[src/rtl/spkeq_pkg.sv]
// ----------------------------------------------------------------------------
// spkeq_pkg
// Shared types, constants and coefficient tables for the speaker equalizer
// biquad cascade (high-pass followed by a presence peaking boost).
// ----------------------------------------------------------------------------
package spkeq_pkg;

    // sample and stage signal formats
    localparam int SAMPLE_W        = 16;
    localparam int SIG_W           = 24;
    localparam int SIG_FRAC        = 6;
    localparam int N_STAGE         = 2;
    localparam int N_COEF          = 5;

    // default arithmetic widths
    localparam int COEF_WIDTH_DEF  = 32;
    localparam int DELAY_WIDTH_DEF = 48;

    // Q2.30 coefficients: b0, b1, b2, a1, a2
    localparam logic signed [63:0] HP_Q30 [N_COEF] = '{
        64'sd987902066, -64'sd1975804132, 64'sd987902066,
        -64'sd1968932631, 64'sd908933808
    };
    localparam logic signed [63:0] PK_Q30 [N_COEF] = '{
        64'sd1242325275, 64'sd601205132, 64'sd328699446,
        64'sd601205132, 64'sd497282897
    };

    // coefficient select
    typedef enum logic [2:0] {
        C_B0,
        C_B1,
        C_B2,
        C_A1,
        C_A2
    } t_coef_sel;

    // accumulator operation
    typedef enum logic [2:0] {
        ACC_HOLD,
        ACC_P_D0,
        ACC_LOAD_P,
        ACC_SUB_P,
        ACC_ADD_D1
    } t_acc_op;

    // controller to datapath command word
    typedef struct packed {
        logic      load;
        logic      stage;
        logic      mul_en;
        t_coef_sel coef_sel;
        logic      mul_src_y;
        t_acc_op   acc_op;
        logic      y_load;
        logic      d0_wr;
        logic      d1_wr;
        logic      stage_adv;
        logic      out_load;
    } t_dp_cmd;

    // move a Q2.30 coefficient to cw-2 fraction bits, rounding half up
    function automatic logic signed [63:0] spkeq_coef(input logic signed [63:0] q30,
                                                      input int cw);
        int                 sh;
        logic signed [63:0] res;
        sh = 32 - cw;
        if (sh > 0) begin
            res = (q30 >>> sh) + ((q30 >> (sh - 1)) & 64'sd1);
        end else begin
            res = q30 <<< (-sh);
        end
        return res;
    endfunction

endpackage

[src/rtl/spkeq_in_if.sv]
// ----------------------------------------------------------------------------
// spkeq_in_if
// Input sample channel: valid/ready with one PCM sample and a chunk flag.
// ----------------------------------------------------------------------------
interface spkeq_in_if;
    logic                                    valid;
    logic                                    ready;
    logic signed [spkeq_pkg::SAMPLE_W-1:0]   sample_in;
    logic                                    chunk_start;

    modport source (output valid, output sample_in, output chunk_start, input ready);
    modport sink   (input valid, input sample_in, input chunk_start, output ready);
endinterface

[src/rtl/spkeq_out_if.sv]
// ----------------------------------------------------------------------------
// spkeq_out_if
// Output sample channel: valid/ready with one equalized sample.
// ----------------------------------------------------------------------------
interface spkeq_out_if;
    logic                                    valid;
    logic                                    ready;
    logic signed [spkeq_pkg::SAMPLE_W-1:0]   sample_out;

    modport source (output valid, output sample_out, input ready);
    modport sink   (input valid, input sample_out, output ready);
endinterface

[src/rtl/speaker_equalizer_biquad_cascade_unit.sv]
// ----------------------------------------------------------------------------
// speaker_equalizer_biquad_cascade_unit
// Two cascaded transposed direct-form-II biquads (150 Hz high-pass, then a
// +4 dB peaking boost at 2500 Hz) on 16-bit samples, output saturated.
// ----------------------------------------------------------------------------
//  channel   direction  payload                        handshake
//  i_in      in         sample_in[15:0], chunk_start   valid / ready
//  o_out     out        sample_out[15:0]               valid / ready
//
//  a sample is accepted, then runs nine steps per biquad on the
//  single shared coefficient multiplier and accumulator, then loads output
//  the next sample is taken while a finished sample waits on o_out
//  a result waiting on o_out holds the sequencer before its output load
//  i_rst_n is synchronous and clears sequencer and filter delays at once
//  chunk_start clears all four delays before that sample is filtered
// ----------------------------------------------------------------------------
module speaker_equalizer_biquad_cascade_unit #(
    parameter int COEF_WIDTH  = spkeq_pkg::COEF_WIDTH_DEF,
    parameter int DELAY_WIDTH = spkeq_pkg::DELAY_WIDTH_DEF
) (
    input  logic          i_clk,
    input  logic          i_rst_n,
    spkeq_in_if.sink      i_in,
    spkeq_out_if.source   o_out
);
    import spkeq_pkg::*;

    t_dp_cmd w_cmd;
    logic    w_in_ready;
    logic    w_out_valid;

    assign i_in.ready  = w_in_ready;
    assign o_out.valid = w_out_valid;

    // sequencer
    spkeq_ctrl u_ctrl (
        .i_clk       (i_clk),
        .i_rst_n     (i_rst_n),
        .i_in_valid  (i_in.valid),
        .o_in_ready  (w_in_ready),
        .o_out_valid (w_out_valid),
        .i_out_ready (o_out.ready),
        .o_cmd       (w_cmd)
    );

    // arithmetic and state
    spkeq_datapath #(
        .COEF_WIDTH  (COEF_WIDTH),
        .DELAY_WIDTH (DELAY_WIDTH)
    ) u_datapath (
        .i_clk         (i_clk),
        .i_rst_n       (i_rst_n),
        .i_cmd         (w_cmd),
        .i_sample_in   (i_in.sample_in),
        .i_chunk_start (i_in.chunk_start),
        .o_sample_out  (o_out.sample_out)
    );

endmodule

[src/rtl/spkeq_ctrl.sv]
// ----------------------------------------------------------------------------
// spkeq_ctrl
// Sequencer for the biquad cascade: walks nine micro-steps per biquad over
// the shared multiplier and accumulator, then loads the output register.
// ----------------------------------------------------------------------------
module spkeq_ctrl (
    input  logic                i_clk,
    input  logic                i_rst_n,
    input  logic                i_in_valid,
    output logic                o_in_ready,
    output logic                o_out_valid,
    input  logic                i_out_ready,
    output spkeq_pkg::t_dp_cmd  o_cmd
);
    import spkeq_pkg::*;

    typedef enum logic [1:0] {
        S_IDLE,
        S_RUN,
        S_FIN
    } t_state;

    typedef enum logic [3:0] {
        SP_MUL_B0,
        SP_ACC_D0,
        SP_LOAD_Y,
        SP_MUL_A1,
        SP_SUB_A1,
        SP_ADD_D1,
        SP_WR_D0,
        SP_SUB_A2,
        SP_WR_D1
    } t_step;

    t_state  r_state;
    t_step   r_step;
    logic    r_stage;
    logic    r_out_valid;
    logic    w_accept;
    logic    w_out_free;
    t_dp_cmd w_cmd;

    assign o_in_ready  = (r_state == S_IDLE);
    assign o_out_valid = r_out_valid;
    assign w_accept    = i_in_valid && o_in_ready;
    assign w_out_free  = !r_out_valid || i_out_ready;
    assign o_cmd       = w_cmd;

    // command decode per micro-step
    always_comb begin
        w_cmd           = '0;
        w_cmd.coef_sel  = C_B0;
        w_cmd.acc_op    = ACC_HOLD;
        w_cmd.load      = w_accept;
        w_cmd.stage     = r_stage;
        if (r_state == S_RUN) begin
            case (r_step)
                SP_MUL_B0: begin
                    w_cmd.mul_en   = 1'b1;
                    w_cmd.coef_sel = C_B0;
                end
                SP_ACC_D0: begin
                    w_cmd.acc_op   = ACC_P_D0;
                    w_cmd.mul_en   = 1'b1;
                    w_cmd.coef_sel = C_B1;
                end
                SP_LOAD_Y: begin
                    w_cmd.y_load = 1'b1;
                    w_cmd.acc_op = ACC_LOAD_P;
                end
                SP_MUL_A1: begin
                    w_cmd.mul_en    = 1'b1;
                    w_cmd.coef_sel  = C_A1;
                    w_cmd.mul_src_y = 1'b1;
                end
                SP_SUB_A1: begin
                    w_cmd.acc_op = ACC_SUB_P;
                end
                SP_ADD_D1: begin
                    w_cmd.acc_op   = ACC_ADD_D1;
                    w_cmd.mul_en   = 1'b1;
                    w_cmd.coef_sel = C_B2;
                end
                SP_WR_D0: begin
                    w_cmd.d0_wr     = 1'b1;
                    w_cmd.acc_op    = ACC_LOAD_P;
                    w_cmd.mul_en    = 1'b1;
                    w_cmd.coef_sel  = C_A2;
                    w_cmd.mul_src_y = 1'b1;
                end
                SP_SUB_A2: begin
                    w_cmd.acc_op = ACC_SUB_P;
                end
                SP_WR_D1: begin
                    w_cmd.d1_wr     = 1'b1;
                    w_cmd.stage_adv = !r_stage;
                end
                default: begin
                    w_cmd.acc_op = ACC_HOLD;
                end
            endcase
        end
        if ((r_state == S_FIN) && w_out_free) begin
            w_cmd.out_load = 1'b1;
        end
    end

    // state, step counter and output valid
    always_ff @(posedge i_clk) begin
        if (!i_rst_n) begin
            r_state     <= S_IDLE;
            r_step      <= SP_MUL_B0;
            r_stage     <= 1'b0;
            r_out_valid <= 1'b0;
        end else begin
            if (r_out_valid && i_out_ready) begin
                r_out_valid <= 1'b0;
            end
            case (r_state)
                S_IDLE: begin
                    if (w_accept) begin
                        r_state <= S_RUN;
                        r_step  <= SP_MUL_B0;
                        r_stage <= 1'b0;
                    end
                end
                S_RUN: begin
                    if (r_step == SP_WR_D1) begin
                        r_step <= SP_MUL_B0;
                        if (r_stage) begin
                            r_state <= S_FIN;
                        end else begin
                            r_stage <= 1'b1;
                        end
                    end else begin
                        r_step <= t_step'(4'(r_step + 4'd1));
                    end
                end
                S_FIN: begin
                    if (w_out_free) begin
                        r_out_valid <= 1'b1;
                        r_state     <= S_IDLE;
                    end
                end
                default: begin
                    r_state <= S_IDLE;
                end
            endcase
        end
    end

    // a transaction on the input starts a run at once
    a_accept_busy: assert property (@(posedge i_clk) disable iff (!i_rst_n)
        w_accept |=> (!o_in_ready && (r_step == SP_MUL_B0)))
        else $error("input taken but sequencer did not start");

    // a finished sample never overwrites one still waiting
    a_out_free: assert property (@(posedge i_clk) disable iff (!i_rst_n)
        w_cmd.out_load |-> (!r_out_valid || i_out_ready))
        else $error("output register overwritten while pending");

    // the second biquad starts from its first step
    a_stage_adv: assert property (@(posedge i_clk) disable iff (!i_rst_n)
        w_cmd.stage_adv |=> (r_stage && (r_step == SP_MUL_B0) && (r_state == S_RUN)))
        else $error("stage advance lost");

endmodule

[src/rtl/spkeq_datapath.sv]
// ----------------------------------------------------------------------------
// spkeq_datapath
// Shared coefficient multiplier with product alignment, saturating
// accumulator, per-biquad delay registers and the output formatter.
// ----------------------------------------------------------------------------
module spkeq_datapath #(
    parameter int COEF_WIDTH  = spkeq_pkg::COEF_WIDTH_DEF,
    parameter int DELAY_WIDTH = spkeq_pkg::DELAY_WIDTH_DEF
) (
    input  logic                                  i_clk,
    input  logic                                  i_rst_n,
    input  spkeq_pkg::t_dp_cmd                    i_cmd,
    input  logic signed [spkeq_pkg::SAMPLE_W-1:0] i_sample_in,
    input  logic                                  i_chunk_start,
    output logic signed [spkeq_pkg::SAMPLE_W-1:0] o_sample_out
);
    import spkeq_pkg::*;

    localparam int CW    = COEF_WIDTH;
    localparam int DW    = DELAY_WIDTH;
    localparam int PW    = CW + SIG_W;
    localparam int EW    = ((PW > DW) ? PW : DW) + 1;
    localparam int ALIGN = CW - DW + 28;
    localparam int YS    = DW - 30;
    localparam int YW    = DW - YS + 1;

    // coefficients converted to CW-2 fraction bits at elaboration
    localparam logic signed [CW-1:0] K_TAB [N_STAGE][N_COEF] = '{
        '{CW'(spkeq_coef(HP_Q30[0], CW)), CW'(spkeq_coef(HP_Q30[1], CW)),
          CW'(spkeq_coef(HP_Q30[2], CW)), CW'(spkeq_coef(HP_Q30[3], CW)),
          CW'(spkeq_coef(HP_Q30[4], CW))},
        '{CW'(spkeq_coef(PK_Q30[0], CW)), CW'(spkeq_coef(PK_Q30[1], CW)),
          CW'(spkeq_coef(PK_Q30[2], CW)), CW'(spkeq_coef(PK_Q30[3], CW)),
          CW'(spkeq_coef(PK_Q30[4], CW))}
    };

    logic signed [SIG_W-1:0]    r_x;
    logic signed [SIG_W-1:0]    r_y;
    logic signed [DW-1:0]       r_prod;
    logic signed [DW-1:0]       r_acc;
    logic signed [DW-1:0]       r_d0 [N_STAGE];
    logic signed [DW-1:0]       r_d1 [N_STAGE];
    logic signed [SAMPLE_W-1:0] r_out;

    logic signed [CW-1:0]       w_coef;
    logic signed [SIG_W-1:0]    w_opd;
    logic signed [PW-1:0]       w_mul;
    logic signed [EW-1:0]       w_ext;
    logic signed [DW-1:0]       w_aligned;
    logic signed [DW-1:0]       w_op_a;
    logic signed [DW-1:0]       w_op_b;
    logic                       w_sub;
    logic signed [DW:0]         w_sum;
    logic signed [DW-1:0]       w_sat;
    logic signed [DW-1:0]       n_acc;
    logic signed [YW-1:0]       w_yq;
    logic signed [SIG_W-1:0]    w_ysat;
    logic signed [SIG_W:0]      w_ybias;
    logic signed [SIG_W-SIG_FRAC:0] w_q;
    logic signed [SAMPLE_W-1:0] w_qsat;

    assign o_sample_out = r_out;

    // coefficient and operand selection
    always_comb begin
        case (i_cmd.coef_sel)
            C_B0:    w_coef = K_TAB[i_cmd.stage][0];
            C_B1:    w_coef = K_TAB[i_cmd.stage][1];
            C_B2:    w_coef = K_TAB[i_cmd.stage][2];
            C_A1:    w_coef = K_TAB[i_cmd.stage][3];
            C_A2:    w_coef = K_TAB[i_cmd.stage][4];
            default: w_coef = '0;
        endcase
    end
    assign w_opd = i_cmd.mul_src_y ? r_y : r_x;

    // shared multiplier and alignment to the delay format
    assign w_mul = w_coef * w_opd;
    assign w_ext = EW'(w_mul);
    generate
        if (ALIGN > 0) begin : g_align_right
            logic signed [EW-1:0] w_shr;
            assign w_shr     = (w_ext >>> ALIGN) + EW'($signed({1'b0, w_mul[ALIGN-1]}));
            assign w_aligned = DW'(w_shr);
        end else if (ALIGN < 0) begin : g_align_left
            logic signed [EW-1:0] w_shl;
            assign w_shl     = w_ext <<< (-ALIGN);
            assign w_aligned = DW'(w_shl);
        end else begin : g_align_none
            assign w_aligned = DW'(w_ext);
        end
    endgenerate

    // saturating accumulator
    always_comb begin
        w_op_a = r_acc;
        w_op_b = r_prod;
        w_sub  = 1'b0;
        case (i_cmd.acc_op)
            ACC_P_D0: begin
                w_op_a = r_prod;
                w_op_b = r_d0[i_cmd.stage];
            end
            ACC_SUB_P: begin
                w_sub = 1'b1;
            end
            ACC_ADD_D1: begin
                w_op_b = r_d1[i_cmd.stage];
            end
            default: begin
                w_sub = 1'b0;
            end
        endcase
        if (w_sub) begin
            w_sum = {w_op_a[DW-1], w_op_a} - {w_op_b[DW-1], w_op_b};
        end else begin
            w_sum = {w_op_a[DW-1], w_op_a} + {w_op_b[DW-1], w_op_b};
        end
        if (w_sum[DW] != w_sum[DW-1]) begin
            w_sat = w_sum[DW] ? {1'b1, {(DW-1){1'b0}}} : {1'b0, {(DW-1){1'b1}}};
        end else begin
            w_sat = w_sum[DW-1:0];
        end
        case (i_cmd.acc_op)
            ACC_P_D0, ACC_SUB_P, ACC_ADD_D1: n_acc = w_sat;
            ACC_LOAD_P:                      n_acc = r_prod;
            default:                         n_acc = r_acc;
        endcase
    end

    // stage output: round half up to 6 fraction bits, clamp to 24 bits
    always_comb begin
        w_yq = YW'(r_acc >>> YS) + YW'($signed({1'b0, r_acc[YS-1]}));
        if ((&w_yq[YW-1:SIG_W-1]) || !(|w_yq[YW-1:SIG_W-1])) begin
            w_ysat = w_yq[SIG_W-1:0];
        end else begin
            w_ysat = w_yq[YW-1] ? {1'b1, {(SIG_W-1){1'b0}}} : {1'b0, {(SIG_W-1){1'b1}}};
        end
    end

    // final sample: drop fraction toward zero, clamp to 16 bits
    always_comb begin
        w_ybias = {r_y[SIG_W-1], r_y}
                + $signed({{(SIG_W+1-SIG_FRAC){1'b0}}, {SIG_FRAC{r_y[SIG_W-1]}}});
        w_q     = w_ybias[SIG_W:SIG_FRAC];
        if ((&w_q[SIG_W-SIG_FRAC:SAMPLE_W-1]) || !(|w_q[SIG_W-SIG_FRAC:SAMPLE_W-1])) begin
            w_qsat = w_q[SAMPLE_W-1:0];
        end else begin
            w_qsat = w_q[SIG_W-SIG_FRAC] ? {1'b1, {(SAMPLE_W-1){1'b0}}}
                                         : {1'b0, {(SAMPLE_W-1){1'b1}}};
        end
    end

    // working registers
    always_ff @(posedge i_clk) begin
        if (i_cmd.load) begin
            r_x <= {{(SIG_W-SAMPLE_W-SIG_FRAC){i_sample_in[SAMPLE_W-1]}},
                    i_sample_in, {SIG_FRAC{1'b0}}};
        end else if (i_cmd.stage_adv) begin
            r_x <= r_y;
        end
        if (i_cmd.mul_en) begin
            r_prod <= w_aligned;
        end
        r_acc <= n_acc;
        if (i_cmd.y_load) begin
            r_y <= w_ysat;
        end
        if (i_cmd.out_load) begin
            r_out <= w_qsat;
        end
    end

    // delay state, cleared by reset and at chunk start
    always_ff @(posedge i_clk) begin
        if (!i_rst_n) begin
            for (int s = 0; s < N_STAGE; s++) begin
                r_d0[s] <= '0;
                r_d1[s] <= '0;
            end
        end else if (i_cmd.load && i_chunk_start) begin
            for (int s = 0; s < N_STAGE; s++) begin
                r_d0[s] <= '0;
                r_d1[s] <= '0;
            end
        end else begin
            if (i_cmd.d0_wr) begin
                r_d0[i_cmd.stage] <= r_acc;
            end
            if (i_cmd.d1_wr) begin
                r_d1[i_cmd.stage] <= r_acc;
            end
        end
    end

    // chunk start leaves every delay at zero before filtering begins
    a_chunk_clear: assert property (@(posedge i_clk) disable iff (!i_rst_n)
        (i_cmd.load && i_chunk_start) |=>
            ((r_d0[0] == '0) && (r_d1[0] == '0) && (r_d0[1] == '0) && (r_d1[1] == '0)))
        else $error("delay state not cleared at chunk start");

    // delay writes, products and stage-output loads never collide with a new sample load
    a_load_quiet: assert property (@(posedge i_clk) disable iff (!i_rst_n)
        i_cmd.load |-> !(i_cmd.d0_wr || i_cmd.d1_wr || i_cmd.mul_en || i_cmd.y_load))
        else $error("sample loaded while datapath busy");

endmodule
[src/flat_wrapper.sv]
// flat-port wrapper written by rule: the top's interface ports become plain ports
module speaker_equalizer_biquad_cascade_unit_flat import spkeq_pkg::*;
#(
    parameter int COEF_WIDTH  = spkeq_pkg::COEF_WIDTH_DEF,
    parameter int DELAY_WIDTH = spkeq_pkg::DELAY_WIDTH_DEF
)
  (i_clk, i_rst_n, i_in_valid, i_in_sample_in, i_in_chunk_start, i_in_ready, o_out_valid, o_out_sample_out, o_out_ready);
  spkeq_in_if i_in_i ();
  spkeq_out_if o_out_i ();
  input  logic i_clk;
  input  logic i_rst_n;
  input wire logic [$bits(i_in_i.valid)-1:0] i_in_valid;
  input wire logic [$bits(i_in_i.sample_in)-1:0] i_in_sample_in;
  input wire logic [$bits(i_in_i.chunk_start)-1:0] i_in_chunk_start;
  output wire logic [$bits(i_in_i.ready)-1:0] i_in_ready;
  output wire logic [$bits(o_out_i.valid)-1:0] o_out_valid;
  output wire logic [$bits(o_out_i.sample_out)-1:0] o_out_sample_out;
  input wire logic [$bits(o_out_i.ready)-1:0] o_out_ready;
  assign i_in_i.valid = i_in_valid;
  assign i_in_i.sample_in = i_in_sample_in;
  assign i_in_i.chunk_start = i_in_chunk_start;
  assign i_in_ready = i_in_i.ready;
  assign o_out_valid = o_out_i.valid;
  assign o_out_sample_out = o_out_i.sample_out;
  assign o_out_i.ready = o_out_ready;
  speaker_equalizer_biquad_cascade_unit #(.COEF_WIDTH(COEF_WIDTH), .DELAY_WIDTH(DELAY_WIDTH)) u_core (.i_clk(i_clk), .i_rst_n(i_rst_n), .i_in(i_in_i), .o_out(o_out_i));
endmodule
[config.mk]
export PLATFORM = sky130hd
export DESIGN_NAME = speaker_equalizer_biquad_cascade_unit_flat
export DESIGN_NICKNAME = d
export VERILOG_FILES = /design/src/rtl/spkeq_pkg.sv /design/src/rtl/spkeq_in_if.sv /design/src/rtl/spkeq_out_if.sv /design/src/rtl/speaker_equalizer_biquad_cascade_unit.sv /design/src/rtl/spkeq_ctrl.sv /design/src/rtl/spkeq_datapath.sv /design/src/flat_wrapper.sv
export SDC_FILE = /design/constraint.sdc
export NUM_CORES = 2
export LEC_CHECK = 0
export BUFFER_PORTS_ARGS = -buffer_cell sky130_fd_sc_hd__buf_4
export CAP_MARGIN = 20
export CORE_MARGIN = 5
export CORE_UTILIZATION = 40
export CTS_CLUSTER_SIZE = 16
export DETAILED_ROUTE_END_ITERATION = 16
export PLACE_DENSITY = 0.62
export SKIP_CTS_REPAIR_TIMING = 1
export SYNTH_ARGS = -nofsm -noshare
export SYNTH_HDL_FRONTEND = slang
export SYNTH_SLANG_ARGS = --single-unit
[constraint.sdc]
create_clock -name i_clk -period 24.5 [get_ports i_clk]
set_clock_uncertainty 0.15 [all_clocks]
set_input_delay 2.45 -clock i_clk [delete_from_list [all_inputs] [get_ports i_clk]]
set_output_delay 2.45 -clock i_clk [all_outputs]
set_load 0.03 [all_outputs]
==> tab_implementation.tex <==
\begin{tabular}{lr}
\hline
Metric & Value \\
\hline
\multicolumn{2}{l}{\textbf{Die}} \\
Die height & 362.0 µm \\
Row count & 129 \\
Area of the core region & 0.1235 mm² \\
Starting Density & 0.4014 \\
Die Width & 362.0 µm \\
Die Footprint & around 0.13 mm² \\
Total I/O pin count & 39 \\
\multicolumn{2}{l}{\textbf{Synth}} \\
Most used flip-flop cell after synthesis & sky130\_fd\_sc\_hd\_\_edfxtp\_1 \\
Ys async rst share & 0 \\
Post-Synthesis Cells & $\sim$5300 \\
Net count of the mapped netlist & 6317 \\
Number of flops mapped to enable cells by yosys & 343 \\
Synthesized area & $\sim$0.050 mm² \\
Post-synthesis average cell area & 9.344 µm² \\
Count of yosys warnings during synthesis & 0 \\
Number of flip-flops and latches in the synthesized netlist & around 360 \\
Count of distinct cell types in the synthesized netlist & between 90 and 100 \\
Proportion of synthesized chip area in sequential cells & 0.2138 \\
\multicolumn{2}{l}{\textbf{Power}} \\
Proportion of total power due to net switching & 0.5397 \\
Int Power & about 3.7 mW \\
Leakage power & 23.44 nW \\
Clk pwr share & 0.074 \\
Register share of total power & 0.135 \\
Total power of the final layout & between 7 and 8 mW \\
Cell Pwr Density & 150.5 mW/mm² \\
Max rail drop VDD & approximately 0.25 mV \\
Combinational group share of total power & 0.791 \\
Switching power & 4.304 mW \\
\multicolumn{2}{l}{\textbf{STA}} \\
Number of setup violations in the final report & 0 \\
Fin Setup TNS & 0 ns \\
Fin crit period & around 12 ns \\
Fmax & 0.08227 GHz \\
Hold slack & slightly above 0.3 ns \\
Fin. max-slew vios & 0 \\
Worst Slack Setup Final & 12.35 ns \\
Transition time of the tightest slew-check pin & 1.227 ns \\
Setup repair after global routing missed its margin & no \\
Worst max-slew margin expressed relative to the limit & 0.1815 \\
Final hold viol count & 0 \\
Crit share post-route & 0.4961 \\
\multicolumn{2}{l}{\textbf{Critical path}} \\
Type of element capturing the critical path & flop \\
Launch point of the critical path & u\_core.u\_ctrl.r\_step[3]\$\_SDFFE\_PN0P\_ \\
Arrival time at the worst endpoint & between 10 and 15 ns \\
Worst EP required & approximately 25 ns \\
Worst reg2reg path startpoint & u\_core.u\_ctrl.r\_step[3]\$\_SDFFE\_PN0P\_ \\
Most Frequent Cell on Critical Path & sky130\_fd\_sc\_hd\_\_fa\_1 \\
Flop-to-flop setup slack & around 12 ns \\
Crit path max-delay cell type & sky130\_fd\_sc\_hd\_\_nor3b\_4 \\
Worst reg2reg path endpoint & u\_core.u\_datapath.r\_prod[43]\$\_DFFE\_PP\_ \\
Depth of the most critical reg-to-reg path & 33 \\
Classification of the worst setup path & flop to flop \\
Largest fanout on the critical path & 19 \\
Delay of the slowest cell on the worst path & a little over 0.7 ns \\
Startpoint types & flop \\
\multicolumn{2}{l}{\textbf{Place}} \\
HPWL Detailed & between 100000 and 150000 µm \\
Cell area after placement & 0.05171 mm² \\
Routability-driven placement congestion ratio & between 1 and 1.5 \\
Buffers on Ports & 38 \\
Pre-CTS setup slack & $\sim$13 ns \\
\# placed instances & 6797 \\
\multicolumn{2}{l}{\textbf{Final layout}} \\
Final core utilization & 0.4292 \\
Fraction of final layout cells with drive strength greater than 1 & 0.06287 \\
Most frequent cells in the layout & sky130\_fd\_sc\_hd\_\_inv\_1 (848), sky130\_fd\_sc\_hd\_\_fa\_1 (783), sky130\_fd\_sc\_hd\_\_nand2\_1 (641), sky130\_fd\_sc\_hd\_\_nor2\_1 (469), sky130\_fd\_sc\_hd\_\_edfxtp\_1 (343) \\
Commonest non-fill, non-tap cell in the layout & sky130\_fd\_sc\_hd\_\_inv\_1 \\
Fin cells & 6871 \\
Synth-to-layout area growth & 6.914\% \\
Number of nets in the finished design & a little over 6000 \\
Final instance area & $\sim$0.053 mm² \\
\multicolumn{2}{l}{\textbf{Clocking}} \\
Bufs on Longest Clock Path & 3 \\
Clock sink count & 358 \\
Worst skew pair latency & roughly 0.58 ns \\
CTS tree & built \\
Clock input transition at the sequential cells of the worst setup and hold paths & approximately 0.060 ns \\
H-tree Lvls & 2 \\
Clock tree root buffer cell & sky130\_fd\_sc\_hd\_\_clkbuf\_16 \\
Inserted Clock Buffers & 39 \\
\multicolumn{2}{l}{\textbf{Detailed routing}} \\
DRT iter0 DRCs & between 3000 and 4000 \\
Residual antenna-violating net count after detailed routing & 0 \\
Post-detailed-routing wire length & 162000 µm \\
Detailed-route via count & between 30000 and 40000 \\
Vias per cell & around 5.7 \\
WL/cell & 23.58 µm \\
Number of remaining DRC errors & 0 \\
First drt pass iteration count & 5 \\
\multicolumn{2}{l}{\textbf{Global route}} \\
Maximum number of pins on one net before global-route repair & 73 \\
Most utilized layer in the global route result & met2 \\
Global-route met1 utilization & 0.3213 \\
GR met2 Demand/Resource & 0.3925 \\
Wire length of the first global-routing pass & between 200000 and 250000 µm \\
Global Route Usage Sum & 0.2476 \\
Antenna violations before repair & 1 \\
Total grt overflow & 0 \\
Via count of the first global-routing pass & about 40000 \\
Global-route track usage on met3 & 0.06633 \\
\multicolumn{2}{l}{\textbf{Flow run}} \\
Max-cap viol count & 0 \\
\multicolumn{2}{l}{\textbf{Min path}} \\
Tightest Hold Check Type & flop to flop \\
Start point of the worst min-delay path & u\_core.u\_datapath.r\_x[4]\$\_SDFFE\_PP0P\_ \\
Hold Crit Depth & 2 \\
Endpoint of the worst hold-timing path & u\_core.u\_datapath.r\_x[4]\$\_SDFFE\_PP0P\_ \\
\multicolumn{2}{l}{\textbf{Outcome}} \\
Result of the run & complete, no violations \\
\hline
\end{tabular}
-- routing by layer --
metal	routed length (µm)	share of wire
met5	13	0.000080
met4	8508	0.053
met1	63270	0.39
met3	17360	0.11
met2	72860	0.45
-- power by group through the flow --
stage	Clock [mW]	Sequential, mW	Combinational, mW
after detailed placement	0	1.08	6.22
final	0.588	1.08	6.31
after global routing	0.623	1.08	6.97
after CTS	0.598	1.07	6.26
after global placement	0	1.08	6.20
after floorplan	0	1.01	4.56
-- cell usage after synthesis, types with 15 or more instances --
library cell | n | share of area
sky130_fd_sc_hd__a211oi_1 | 17 | 0.0026
sky130_fd_sc_hd__a21boi_0 | 15 | 0.0023
sky130_fd_sc_hd__a21o_1 | 83 | 0.013
sky130_fd_sc_hd__a21oi_1 | 227 | 0.023
sky130_fd_sc_hd__a22o_1 | 35 | 0.0062
sky130_fd_sc_hd__a31oi_1 | 29 | 0.0037
sky130_fd_sc_hd__and2_1 | 234 | 0.030
sky130_fd_sc_hd__and3_1 | 37 | 0.0047
sky130_fd_sc_hd__buf_1 | 19 | 0.0014
sky130_fd_sc_hd__buf_2 | 18 | 0.0018
sky130_fd_sc_hd__clkbuf_1 | 229 | 0.017
sky130_fd_sc_hd__dfxtp_1 | 15 | 0.0061
sky130_fd_sc_hd__edfxtp_1 | 343 | 0.21
sky130_fd_sc_hd__fa_1 | 783 | 0.32
sky130_fd_sc_hd__ha_1 | 208 | 0.053
sky130_fd_sc_hd__inv_1 | 848 | 0.064
sky130_fd_sc_hd__mux2_2 | 70 | 0.016
sky130_fd_sc_hd__mux2i_1 | 119 | 0.024
sky130_fd_sc_hd__nand2_1 | 645 | 0.049
sky130_fd_sc_hd__nand2b_1 | 26 | 0.0033
sky130_fd_sc_hd__nand3_1 | 58 | 0.0059
sky130_fd_sc_hd__nand4_1 | 36 | 0.0045
sky130_fd_sc_hd__nor2_1 | 476 | 0.036
sky130_fd_sc_hd__nor2b_1 | 27 | 0.0034
sky130_fd_sc_hd__nor3_1 | 46 | 0.0046
sky130_fd_sc_hd__nor4_1 | 17 | 0.0021
sky130_fd_sc_hd__o211ai_1 | 15 | 0.0023
sky130_fd_sc_hd__o21a_1 | 23 | 0.0035
sky130_fd_sc_hd__o21ai_0 | 137 | 0.014
sky130_fd_sc_hd__o22ai_1 | 35 | 0.0044
sky130_fd_sc_hd__o32ai_1 | 21 | 0.0037
sky130_fd_sc_hd__or3_1 | 23 | 0.0029
sky130_fd_sc_hd__xnor2_1 | 115 | 0.020
sky130_fd_sc_hd__xor2_1 | 87 | 0.015
-- area by class of cell --
| type | instances | area, µm² |
|---|---|---|
| flip-flops and latches | 358 | 10610 |
| diodes | 1 | 2.502 |
| well taps | 1637 | 2048 |
| inverters | 848 | 3183 |
| repair buffers | 125 | 963.4 |
| clock buffers | 49 | 1045 |
| multi-input cells | 3832 | 34940 |
| clock inverters | 21 | 205.2 |
| fillers | 12030 | 70480 |
-- worst max path at each step --
| stage | end | slack, ns | cells past startpoint |
|---|---|---|---|
| 4_1_cts | u_core.u_datapath.r_prod[43]$_DFFE_PP_ | 12.65 | 33 |
| 5_1_grt | u_core.u_datapath.r_prod[43]$_DFFE_PP_ | 11.93 | 33 |
| 6_report | u_core.u_datapath.r_prod[43]$_DFFE_PP_ | 12.35 | 33 |
| 2_1_floorplan | u_core.u_datapath.r_prod[43]$_DFFE_PP_ | 14.35 | 29 |
| 3_3_place_gp | u_core.u_datapath.r_prod[43]$_DFFE_PP_ | 12.85 | 33 |
| 3_5_place_dp | u_core.u_datapath.r_prod[43]$_DFFE_PP_ | 12.69 | 33 |
-- worst max-delay path: cells and delay by family, from the launching register on --
kind	cells	cell delay, ns
fa+ha+maj	8	3.92
compound gates	12	3.61
simple gates	6	3.04
buf+inv	6	0.60
flops	1	0.45
xor+xnor	1	0.08
-- kinds of logic after synthesis --
group | Yosys count | share of synthesized area
adder cells (fa/ha/maj) | 992 | 0.3689
multiplexers | 190 | 0.04021
XOR/XNOR | 202 | 0.03569
buffers and inverters | 1115 | 0.08496
AO/OA/AOI/OAI | 761 | 0.09955
AND/OR/NAND/NOR | 1687 | 0.1568
flip-flops | 358 | 0.2138
-- flip-flops by register name, summed over array words and instances (netlist names), named ones only --
name	cells
u_core.u_ctrl.o_out_valid	1
u_core.u_ctrl.r_stage	1
u_core.u_ctrl.r_state	2
u_core.u_ctrl.r_step	4
u_core.u_datapath.o_sample_out	16
u_core.u_datapath.r_acc	48
u_core.u_datapath.r_d0	96
u_core.u_datapath.r_d1	96
u_core.u_datapath.r_prod	45
u_core.u_datapath.r_x	24
u_core.u_datapath.r_y	24
(Power assumes the default switching activity.)
